<file path="config.mk">
export PLATFORM = sky130hd
export DESIGN_NAME = knob_level_qualifier
export DESIGN_NICKNAME = d
export VERILOG_FILES = /design/src/hdl/klq_pkg.sv /design/src/hdl/klq_propose.sv /design/src/hdl/klq_track.sv /design/src/hdl/knob_level_qualifier.sv
export SDC_FILE = /design/constraint.sdc
export NUM_CORES = 1
export LEC_CHECK = 0
export BUFFER_PORTS_ARGS = -buffer_cell sky130_fd_sc_hd__clkbuf_2
export CORE_ASPECT_RATIO = 0.8
export CORE_UTILIZATION = 60
export CTS_CLUSTER_DIAMETER = 60
export DETAILED_ROUTE_END_ITERATION = 16
export HOLD_SLACK_MARGIN = 0.02
export PLACE_DENSITY_LB_ADDON = 0.1
export SYNTH_ARGS = -nofsm -noshare
export SYNTH_HDL_FRONTEND = slang
export SYNTH_HIERARCHICAL = 1
export SYNTH_SLANG_ARGS = --single-unit
</file>
<file path="constraint.sdc">
create_clock -name clock -period 14.4 [get_ports clock]
set_input_delay 0 -clock clock [delete_from_list [all_inputs] [get_ports clock]]
set_output_delay 0 -clock clock [all_outputs]
set_load 0.02 [all_outputs]
</file>
<file path="src/hdl/klq_pkg.sv">
// shared types, constants and the percent lookup for the knob level qualifier
`default_nettype none

package klq_pkg;

   // fixed field widths
   localparam int unsigned REQ_SAMPLE_W = 16;
   localparam int unsigned REQ_TDATA_W  = 16;
   localparam int unsigned RSP_TDATA_W  = 16;
   localparam int unsigned LEVEL_W      = 3;
   localparam int unsigned PCT_W        = 7;
   localparam int unsigned HYST_W       = 9;
   localparam int unsigned JIT_W        = 12;
   localparam int unsigned CNT_W        = 8;
   localparam int unsigned CSR_IDX_W    = 2;
   localparam int unsigned CSR_DATA_W   = 12;

   // converter and band setup
   localparam int unsigned ADC_MAX_DEF  = 4095;
   localparam int unsigned LEVELS       = 5;

   // register indexes
   localparam logic [CSR_IDX_W-1:0] CSR_HYST_MARGIN = 2'd0;
   localparam logic [CSR_IDX_W-1:0] CSR_MAX_JITTER  = 2'd1;
   localparam logic [CSR_IDX_W-1:0] CSR_CONFIRM_CNT = 2'd2;

   // register reset values
   localparam logic [HYST_W-1:0] HYST_RST    = 9'd32;
   localparam logic [JIT_W-1:0]  JIT_RST     = 12'd128;
   localparam logic [CNT_W-1:0]  CONFIRM_RST = 8'd3;

   localparam logic [CNT_W-1:0]  CNT_SAT     = 8'd255;

   // brightness table
   localparam logic [PCT_W-1:0] PCT_LVL0 = 7'd3;
   localparam logic [PCT_W-1:0] PCT_LVL1 = 7'd12;
   localparam logic [PCT_W-1:0] PCT_LVL2 = 7'd30;
   localparam logic [PCT_W-1:0] PCT_LVL3 = 7'd60;
   localparam logic [PCT_W-1:0] PCT_LVL4 = 7'd100;

   typedef struct packed {
      logic [LEVEL_W-1:0] level;
      logic [PCT_W-1:0]   percent;
      logic               changed;
   } klq_result_type;

   function automatic logic [PCT_W-1:0] level_percent(input logic [LEVEL_W-1:0] lvl);
      logic [PCT_W-1:0] pct;
      case (lvl)
         3'd0:    pct = PCT_LVL0;
         3'd1:    pct = PCT_LVL1;
         3'd2:    pct = PCT_LVL2;
         3'd3:    pct = PCT_LVL3;
         3'd4:    pct = PCT_LVL4;
         default: pct = PCT_LVL4;
      endcase
      return pct;
   endfunction

endpackage

`default_nettype wire

</file>
<file path="src/hdl/klq_propose.sv">
// band proposal with hysteresis: parallel compares against the band boundaries
`default_nettype none

module klq_propose #(
   parameter int unsigned ADC_MAX = klq_pkg::ADC_MAX_DEF,
   parameter int unsigned SW      = $clog2(ADC_MAX + 1)
) (
   input  wire logic [SW-1:0]                 sample,
   input  wire logic [klq_pkg::LEVEL_W-1:0]   committed,
   input  wire logic [klq_pkg::HYST_W-1:0]    margin,
   output      logic [klq_pkg::LEVEL_W-1:0]   proposal
);
   import klq_pkg::*;

   localparam int unsigned BAND_W = (ADC_MAX + 1) / LEVELS;
   localparam int unsigned SUM_W  = ((SW > HYST_W) ? SW : HYST_W) + 1;

   logic [SUM_W-1:0]   s_ext;
   logic [SUM_W-1:0]   m_ext;
   logic [SUM_W-1:0]   s_plus_m;
   logic [LEVEL_W-1:0] up_cnt;
   logic [LEVEL_W-1:0] dn_cnt;

   // boundaries rise with k, so the hits form a prefix and counting them gives the band
   always_comb begin
      logic [SUM_W-1:0] top;
      s_ext    = SUM_W'(sample);
      m_ext    = SUM_W'(margin);
      s_plus_m = s_ext + m_ext;
      up_cnt   = '0;
      dn_cnt   = '0;
      for (int k = 0; k < LEVELS - 1; k++) begin
         top = SUM_W'((k + 1) * BAND_W);
         if (s_ext > top + m_ext) up_cnt = up_cnt + LEVEL_W'(1);
         if (s_plus_m >= top)     dn_cnt = dn_cnt + LEVEL_W'(1);
      end
      if (committed < up_cnt) begin
         proposal = up_cnt;
      end else if (committed > dn_cnt) begin
         proposal = dn_cnt;
      end else begin
         proposal = committed;
      end
   end

endmodule

`default_nettype wire

</file>
<file path="src/hdl/klq_track.sv">
// debounce state: candidate, anchor and confirm counter, plus the result build
`default_nettype none

module klq_track #(
   parameter int unsigned ADC_MAX = klq_pkg::ADC_MAX_DEF
) (
   input  wire logic                              clock,
   input  wire logic                              reset,
   input  wire logic                              fire,
   input  wire logic [klq_pkg::REQ_SAMPLE_W-1:0]  raw_sample,
   input  wire logic [klq_pkg::HYST_W-1:0]        hyst_margin,
   input  wire logic [klq_pkg::JIT_W-1:0]         max_jitter,
   input  wire logic [klq_pkg::CNT_W-1:0]         confirm_count,
   output      klq_pkg::klq_result_type           result
);
   import klq_pkg::*;

   localparam int unsigned SW   = $clog2(ADC_MAX + 1);
   localparam int unsigned CMPW = (SW > JIT_W) ? SW : JIT_W;
   localparam logic [REQ_SAMPLE_W-1:0] MAX_IN = REQ_SAMPLE_W'(ADC_MAX);

   logic [LEVEL_W-1:0] committed_ff, committed_in;
   logic [LEVEL_W-1:0] candidate_ff, candidate_in;
   logic [SW-1:0]      anchor_ff, anchor_in;
   logic [CNT_W-1:0]   count_ff, count_in;

   logic [SW-1:0]      sample;
   logic [SW-1:0]      anchor_gap;
   logic [CNT_W-1:0]   count_inc;
   logic [LEVEL_W-1:0] proposal;
   logic               changed;

   assign sample = (raw_sample > MAX_IN) ? SW'(MAX_IN) : SW'(raw_sample);
   assign anchor_gap = (sample > anchor_ff) ? (sample - anchor_ff) : (anchor_ff - sample);
   assign count_inc = (count_ff == CNT_SAT) ? CNT_SAT : (count_ff + CNT_W'(1));

   klq_propose #(
      .ADC_MAX (ADC_MAX),
      .SW      (SW)
   ) u_propose (
      .sample    (sample),
      .committed (committed_ff),
      .margin    (hyst_margin),
      .proposal  (proposal)
   );

   always_comb begin
      committed_in = committed_ff;
      candidate_in = candidate_ff;
      anchor_in    = anchor_ff;
      count_in     = count_ff;
      changed      = 1'b0;
      if (proposal == committed_ff) begin
         candidate_in = committed_ff;
         count_in     = '0;
      end else if (proposal != candidate_ff || CMPW'(anchor_gap) > CMPW'(max_jitter)) begin
         // new candidacy opens at this sample
         candidate_in = proposal;
         anchor_in    = sample;
         count_in     = CNT_W'(1);
      end else if (count_inc >= confirm_count) begin
         committed_in = candidate_ff;
         count_in     = '0;
         changed      = 1'b1;
      end else begin
         count_in     = count_inc;
      end
   end

   always_ff @(posedge clock) begin
      if (reset) begin
         committed_ff <= '0;
         candidate_ff <= '0;
         anchor_ff    <= '0;
         count_ff     <= '0;
      end else if (fire) begin
         committed_ff <= committed_in;
         candidate_ff <= candidate_in;
         anchor_ff    <= anchor_in;
         count_ff     <= count_in;
      end
   end

   assign result.level   = committed_in;
   assign result.percent = level_percent(committed_in);
   assign result.changed = changed;

endmodule

`default_nettype wire

</file>
<file path="src/hdl/knob_level_qualifier.sv">
// top level of the knob level qualifier: channels, control registers, pipeline
`default_nettype none

// channel   | dir | handshake               | payload
// req_      | in  | req_tvalid/req_tready   | tdata[15:0] adc_sample
// rsp_      | out | rsp_tvalid/rsp_tready   | tdata[2:0] level, [9:3] percent, [10] changed
// csr_      | in  | csr_valid/csr_ready     | csr_index, csr_wdata
//
// one sample per cycle sustained while rsp_tready is high; rsp_tvalid is registered
// the decision and state update for a sample happen as it moves from the input
// register to the result register, so the next sample sees the new state at once
// reset loads the register defaults and clears level, candidate, anchor and counter
// a stalled result holds in the result register while one more sample waits behind it
// csr_ready is always high; writes are expected only while the block is idle

module knob_level_qualifier #(
   parameter int unsigned ADC_MAX = klq_pkg::ADC_MAX_DEF
) (
   input  wire logic                              clock,
   input  wire logic                              reset,
   // input samples
   input  wire logic                              req_tvalid,
   output      logic                              req_tready,
   input  wire logic [klq_pkg::REQ_TDATA_W-1:0]   req_tdata,   // [15:0] adc_sample
   // results
   output      logic                              rsp_tvalid,
   input  wire logic                              rsp_tready,
   output      logic [klq_pkg::RSP_TDATA_W-1:0]   rsp_tdata,   // [2:0] level, [9:3] percent,
                                                               // [10] changed, rest zero
   // register writes
   input  wire logic                              csr_valid,
   output      logic                              csr_ready,
   input  wire logic [klq_pkg::CSR_IDX_W-1:0]     csr_index,
   input  wire logic [klq_pkg::CSR_DATA_W-1:0]    csr_wdata
);
   import klq_pkg::*;

   localparam int unsigned PAD_W = RSP_TDATA_W - LEVEL_W - PCT_W - 1;

   // control registers
   logic [HYST_W-1:0]       hyst_ff;
   logic [JIT_W-1:0]        jit_ff;
   logic [CNT_W-1:0]        confirm_ff;

   // input stage
   logic                    in_vld_ff, in_vld_in;
   logic [REQ_SAMPLE_W-1:0] in_data_ff;

   // result stage
   logic                    rsp_vld_ff, rsp_vld_in;
   klq_result_type          rsp_data_ff;

   klq_result_type          result;
   logic                    advance;
   logic                    fire;

   assign csr_ready = 1'b1;

   always_ff @(posedge clock) begin
      if (reset) begin
         hyst_ff    <= HYST_RST;
         jit_ff     <= JIT_RST;
         confirm_ff <= CONFIRM_RST;
      end else if (csr_valid && csr_ready) begin
         case (csr_index)
            CSR_HYST_MARGIN: hyst_ff    <= csr_wdata[HYST_W-1:0];
            CSR_MAX_JITTER:  jit_ff     <= csr_wdata[JIT_W-1:0];
            CSR_CONFIRM_CNT: confirm_ff <= csr_wdata[CNT_W-1:0];
            default: ;  // writes past the register list are dropped
         endcase
      end
   end

   // result register frees when empty or when its transaction completes
   assign advance    = !rsp_vld_ff || rsp_tready;
   assign fire       = in_vld_ff && advance;
   assign req_tready = !in_vld_ff || advance;

   assign in_vld_in  = req_tready ? req_tvalid : in_vld_ff;
   assign rsp_vld_in = advance ? in_vld_ff : rsp_vld_ff;

   always_ff @(posedge clock) begin
      if (reset) begin
         in_vld_ff  <= 1'b0;
         rsp_vld_ff <= 1'b0;
      end else begin
         in_vld_ff  <= in_vld_in;
         rsp_vld_ff <= rsp_vld_in;
      end
   end

   // payload registers
   always_ff @(posedge clock) begin
      if (req_tvalid && req_tready) begin
         in_data_ff <= req_tdata[REQ_SAMPLE_W-1:0];
      end
      if (fire) begin
         rsp_data_ff <= result;
      end
   end

   klq_track #(
      .ADC_MAX (ADC_MAX)
   ) u_track (
      .clock         (clock),
      .reset         (reset),
      .fire          (fire),
      .raw_sample    (in_data_ff),
      .hyst_margin   (hyst_ff),
      .max_jitter    (jit_ff),
      .confirm_count (confirm_ff),
      .result        (result)
   );

   assign rsp_tvalid = rsp_vld_ff;
   assign rsp_tdata  = {PAD_W'(0), rsp_data_ff.changed, rsp_data_ff.percent,
                        rsp_data_ff.level};

endmodule

`default_nettype wire
</file>
# After elaboration in Yosys (flattened, before gate mapping)
# Cells that the tools add are included.
[classes]
n_bitwise = 1
add_sub_neg = 14
n_mux = 23
order_cmp = 14
n_reduce_logical = 16
n_eq_ne = 8
[op_table]
columns = ["operator", "count"]
rows = [
  ["$mux W3", 13],
  ["$gt A12 B12 Y1", 3],
  ["$mux W8", 4],
  ["$pmux W7 S4", 1],
  ["$add A12 B9 Y13 const A", 2],
  ["$ge A13 B12 Y1 const B", 2],
  ["$gt A12 B13 Y1", 2],
  ["$mux W12", 2],
  ["$sub A12 B12 Y12", 2],
  ["$add A3 B1 Y3 const B", 6],
  ["$gt A16 B12 Y1 const B", 1],
  ["$add A12 B9 Y13", 1],
  ["$ge A13 B10 Y1 const B", 1],
  ["$ge A13 B11 Y1 const B", 1],
  ["$add A11 B9 Y12 const A", 1],
  ["$gt A12 B11 Y1", 1],
  ["$add A10 B9 Y11 const A", 1],
  ["$add A8 B1 Y8 const B", 1],
  ["$eq A8 B8 Y1 const B", 1],
  ["$ge A8 B8 Y1", 1],
  ["$reduce_and A2 Y1", 4],
  ["$eq A3 B2 Y1 const B", 2],
  ["$eq A3 B1 Y1 const B", 1],
  ["$eq A3 B3 Y1", 1],
  ["other kinds (15)", 21],
]
[word_totals]
out_inout_bits = 19
reg_bits = 84

# Longest topological paths before layout
[logic_depth]
word_depth = 20
ltp_mapped = 37
depth_no_buf = 35

# Hierarchy
# The synthesis kept the hierarchy.
[modules_own_cells]
columns = ["mod", "area_per_inst_um2", "n_inst", "cells_per_inst"]
rows = [
  ["klq_track", 2930.3, 1, 378],
  ["klq_propose", 2761.4, 1, 369],
  ["knob_level_qualifier", 2169.6, 1, 161],
]

# Least setup slack after synthesis
# OpenSTA, ideal clock, no wires.
[synth_timing]
path_type = "flip-flop to flip-flop"
start = "register in_data_ff[15]"
end = "register rsp_data_ff, in the netlist rsp_tdata[0] (data pin)"
t_arrival_ps = 7261
t_required_ps = 14140
path_stages_with_launch = 36
setup_slack_ps = 6879
period_less_slack_ps = 7521
setup_time_ps = 260
path_cell_list = "edfxtp_1 or4_1 clkbuf_1 nor2_1 inv_1 ha_1 buf_6 a21o_1 a31o_1 o21ai_2 nand2_2 or3_4 a21oi_1 o22a_1 nor2_1 a21o_1 ha_1 or3_1 and2_1 inv_1 ha_1 o31ai_1 o31a_1 ha_1 nor2b_1 o21a_1 o21ai_0 nand2_1 o221ai_1 xnor2_1 nand3_1 a21oi_1 nand2_1 and3b_1 buf_2 mux2_2"
[synth_rtl]
columns = ["element", "line", "source"]
rows = [
  ["from (decl)", "knob_level_qualifier.sv:47", "logic [REQ_SAMPLE_W-1:0] in_data_ff;"],
  ["from (signal assigned)", "knob_level_qualifier.sv:95", "in_data_ff <= req_tdata[REQ_SAMPLE_W-1:0];"],
  ["to (signal assigned)", "knob_level_qualifier.sv:98", "rsp_data_ff <= result;"],
  ["to (decl)", "knob_level_qualifier.sv:51", "klq_result_type rsp_data_ff;"],
]

==> reports/qor.csv <==
stage;metric;value;unit
cts;CTS resizes;0;
synth;top-count cell post-synth;ha_1;
routing;Vias;6774;
sta;Slew Limit Fails;0;
synth;share of the synthesized area in the top cell type;0.1783;
setup_path;Crit Path Max Fanout;11;
layout;area added between synthesis and finish;11.08;%
synth;Post-synth EDFFs;27;
hold_path;Min-Delay Endpoint;hyst_ff[8]$_SDFFE_PP0P_;
setup_path;Crit Reg-Reg Startpoint;in_data_ff[15]$_DFFE_PP_;
layout;FF/Latch Area;1952;µm²
power_and_ir_drop;PD cells;87.52;nW/µm²
synth;Mapped Cells;908;
synth;FF+latch count, synth;84;
synth;commonest cells in the netlist;ha_1, nor2_1, inv_1, nand2b_1, dfxtp_1;
layout;layout cell share with drive strength beyond 1;0.09657;
setup_path;critical path arrival;8.91;ns
setup_path;Slowest cell on crit path;or4_1;
global_route;vias in the first global route;6627;
layout;Antenna Cells;0;
global_route;Global Route Usage Sum;0.3004;
hold_path;origin of the worst min-delay path;csr_index[1];
synth;most common flop cell mapped by yosys;dfxtp_1;
floorplanning;Die ar.;13570;µm²
synth;yosys warns;6;
hold_path;WHS Path Cells;3;
floorplanning;CORE AREA;12820;µm²
place;Final HPWL DP;14420;µm
sta;Setup Viol. Count Final;0;
routing;routed len/inst;16.93;µm
synth;post-synth top area cell;ha_1;
sta;TNS Setup;0;ns
synth;synth top area cells;ha_1, dfxtp_1, edfxtp_1;
setup_path;worst setup path start;in_data_ff[15]$_DFFE_PP_;
floorplanning;Placement Rows;37;
sta;Worst-Margin Slew;1.201;ns
floorplanning;Initial Util;0.6130;
cts;clock slew at reported path FFs;0.07;ns
sta;crit share post-route;0.6117;
layout;Non-Filler Instances;1138;
setup_path;reg2reg setup slack;5.59;ns
cts;cts bufs inserted;9;
setup_path;capture point of the worst reg-to-reg path;rsp_tdata[2]$_DFFE_PP_;
job;max-cap violations;0;
floorplanning;DIE HEIGHT;104.4;µm
layout;Nets;1108;
layout;fillers;1023;
synth;ys async rst share;0;
place;Port Buf Inserts;47;
routing;initial DRC count;499;
routing;drt total wl;19260;µm
power_and_ir_drop;Peak VDD IR;76.38;µV
cts;buffer depth of the longest clock path;2;
setup_path;crit-path max cell delay;0.80;ns
sta;unrepaired setup endpoints after global routing;false;
routing;Residual DRC;0;
cts;clk sinks;84;
run_status;outcome;completed;
hold_path;worst hold path type;in -> reg;
sta;fmax;113.5;MHz
sta;Setup Skew;0.006753;ns
layout;Final Util;0.6809;
synth;Synth cell types;81;
place;GPL Wtd Cong;0.9061;
global_route;first-pass GRT wire length;31930;µm
cts;clk_lat worst skew;0.35;ns
setup_path;CP Launch Type;flop;
power_and_ir_drop;total chip power;0.7642;mW
synth;syn_area_per_cell;8.658;µm²
global_route;Congestion Overflow GR;0;
setup_path;Worst EP required;14.50;ns
sta;slew margin rel.;0.1992;
synth;Seq/Total Area, Yosys;0.2483;
cts;H-tree levels;3;
sta;Min Clock Period, post-route;8.808;ns
setup_path;Reg2Reg Depth;32;
routing;Pre-antenna DRT Iters;5;
setup_path;Worst setup EP type;flop;
routing;ANT nets after route;0;
floorplanning;Boundary Pins;54;
floorplanning;Die Width;130.0;µm
power_and_ir_drop;Leak;3.648;nW
global_route;largest net degree at the start of global routing;69;
cts;TritonCTS clock tree;done;
sta;Hold Vio Cnt, Final;0;
layout;multi-input logic area;5431;µm²
synth;Cell Area, Synth;7861;µm²
global_route;initial antenna violation count;0;
routing;DR vias/cell;5.953;
setup_path;CP most frequent cell;ha_1;
place;placed cell count;1089;
cts;clock root buffer;clkbuf_16;
setup_path;kind of critical path;reg -> reg;
## cell type report
class | count | area share
multi-input combinational | 714 | 0.6220
sequential | 84 | 0.2235
timing repair buffer | 81 | 0.06563
inverter | 68 | 0.02923
clock buffer | 10 | 0.02622
tap | 175 | 0.02508
clock inverter | 6 | 0.008311
## per-stage QoR
step / setup WS, ns / area [µm²] / hold slack (ns)
CTS: 5.770 / 8732 / 0.02217
global placement: 6.165 / 8100 / 0.1765
detailed placement: 5.772 / 8100 / 0.1786
floorplan: 6.879 / 7876 / 0.09887
finish: 5.592 / 8732 / 0.04435
global route: 5.011 / 8732 / 0.04310
## metal layers
metal	wire, µm	part of all wire	GRT usage
met2	8572	0.45	0.4748
met1	9380	0.49	0.4208
met5	0	0	0
met4	225	0.012	0.06728
met3	1083	0.056	0.05761
## how the worst max path moves through the flow
stage / slack, ns / endpoint
3_5_place_dp: 5.77 / rsp_tdata[4]$_DFFE_PP_
2_1_floorplan: 6.88 / rsp_tdata[0]$_DFFE_PP_
4_1_cts: 5.77 / rsp_tdata[4]$_DFFE_PP_
3_3_place_gp: 6.16 / rsp_tdata[3]$_DFFE_PP_
5_1_grt: 5.01 / rsp_tdata[2]$_DFFE_PP_
6_report: 5.59 / rsp_tdata[2]$_DFFE_PP_
## power by group
group	switching, mW	internal, mW
sequential	0.0119	0.257
combinational	0.150	0.108
clock	0.100	0.136
total	0.263	0.502
## state kept, by name, summed over array words and instances, names as in the netlist
| register | count |
|---|---|
| in_vld_ff | 1 |
| rsp_tdata | 11 |
| hyst_ff | 9 |
| confirm_ff | 8 |
| in_data_ff | 16 |
| u_track/candidate_ff | 3 |
| u_track/anchor_ff | 12 |
| jit_ff | 12 |
| u_track/count_ff | 8 |
| rsp_tvalid | 1 |
| u_track/committed_ff | 3 |
## critical path, delay by kind of cell, from the launching register on
kind	cells	cell delay [ns]
fa+ha+maj	4	1.20
simple gates	10	2.82
compound gates	14	3.28
buf+inv	2	0.27
xor+xnor	1	0.17
flops	1	0.38
mux	1	0.40
## kinds of logic after synthesis
kind of cell / synth area share
buf+inv: 0.06318
xor+xnor: 0.05905
mux: 0.06844
simple gates: 0.1972
compound gates: 0.1770
fa+ha+maj: 0.1859
other cells: 0.0009553
flops: 0.2483
## timing repair
item / 4_1_cts / 5_1_grt
hold buffers: 33 / 0
buffers inserted: 0 / 0
setup endpoints to repair: 0 / 0
endpoints found under the hold margin: 45 / 0
## layout by cell type (no fill, tap or decap), drive strengths merged, types with 4 or more instances in the layout
| master | n |
|---|---|
| o2111ai | 4 |
| a21o | 17 |
| o21ai | 26 |
| nand4 | 16 |
| mux2 | 6 |
| a22o | 7 |
| o31ai | 10 |
| dlygate4sd3 | 33 |
| a211oi | 18 |
| nand2b | 59 |
| a21oi | 55 |
| and2 | 7 |
| mux2i | 47 |
| o311ai | 4 |
| nor2 | 76 |
| nor3 | 15 |
| inv | 69 |
| xor2 | 23 |
| or2 | 7 |
| o21a | 6 |
| nor4 | 7 |
| and3 | 9 |
| clkbuf | 57 |
| nor2b | 18 |
| ha | 112 |
| conb | 6 |
| a31oi | 13 |
| nand2 | 37 |
| edfxtp | 27 |
| o211ai | 6 |
| nand3 | 16 |
| nand3b | 5 |
| or3 | 7 |
| dfxtp | 57 |
| xnor2 | 30 |
Note: power is estimated with default switching activity, not from simulation.
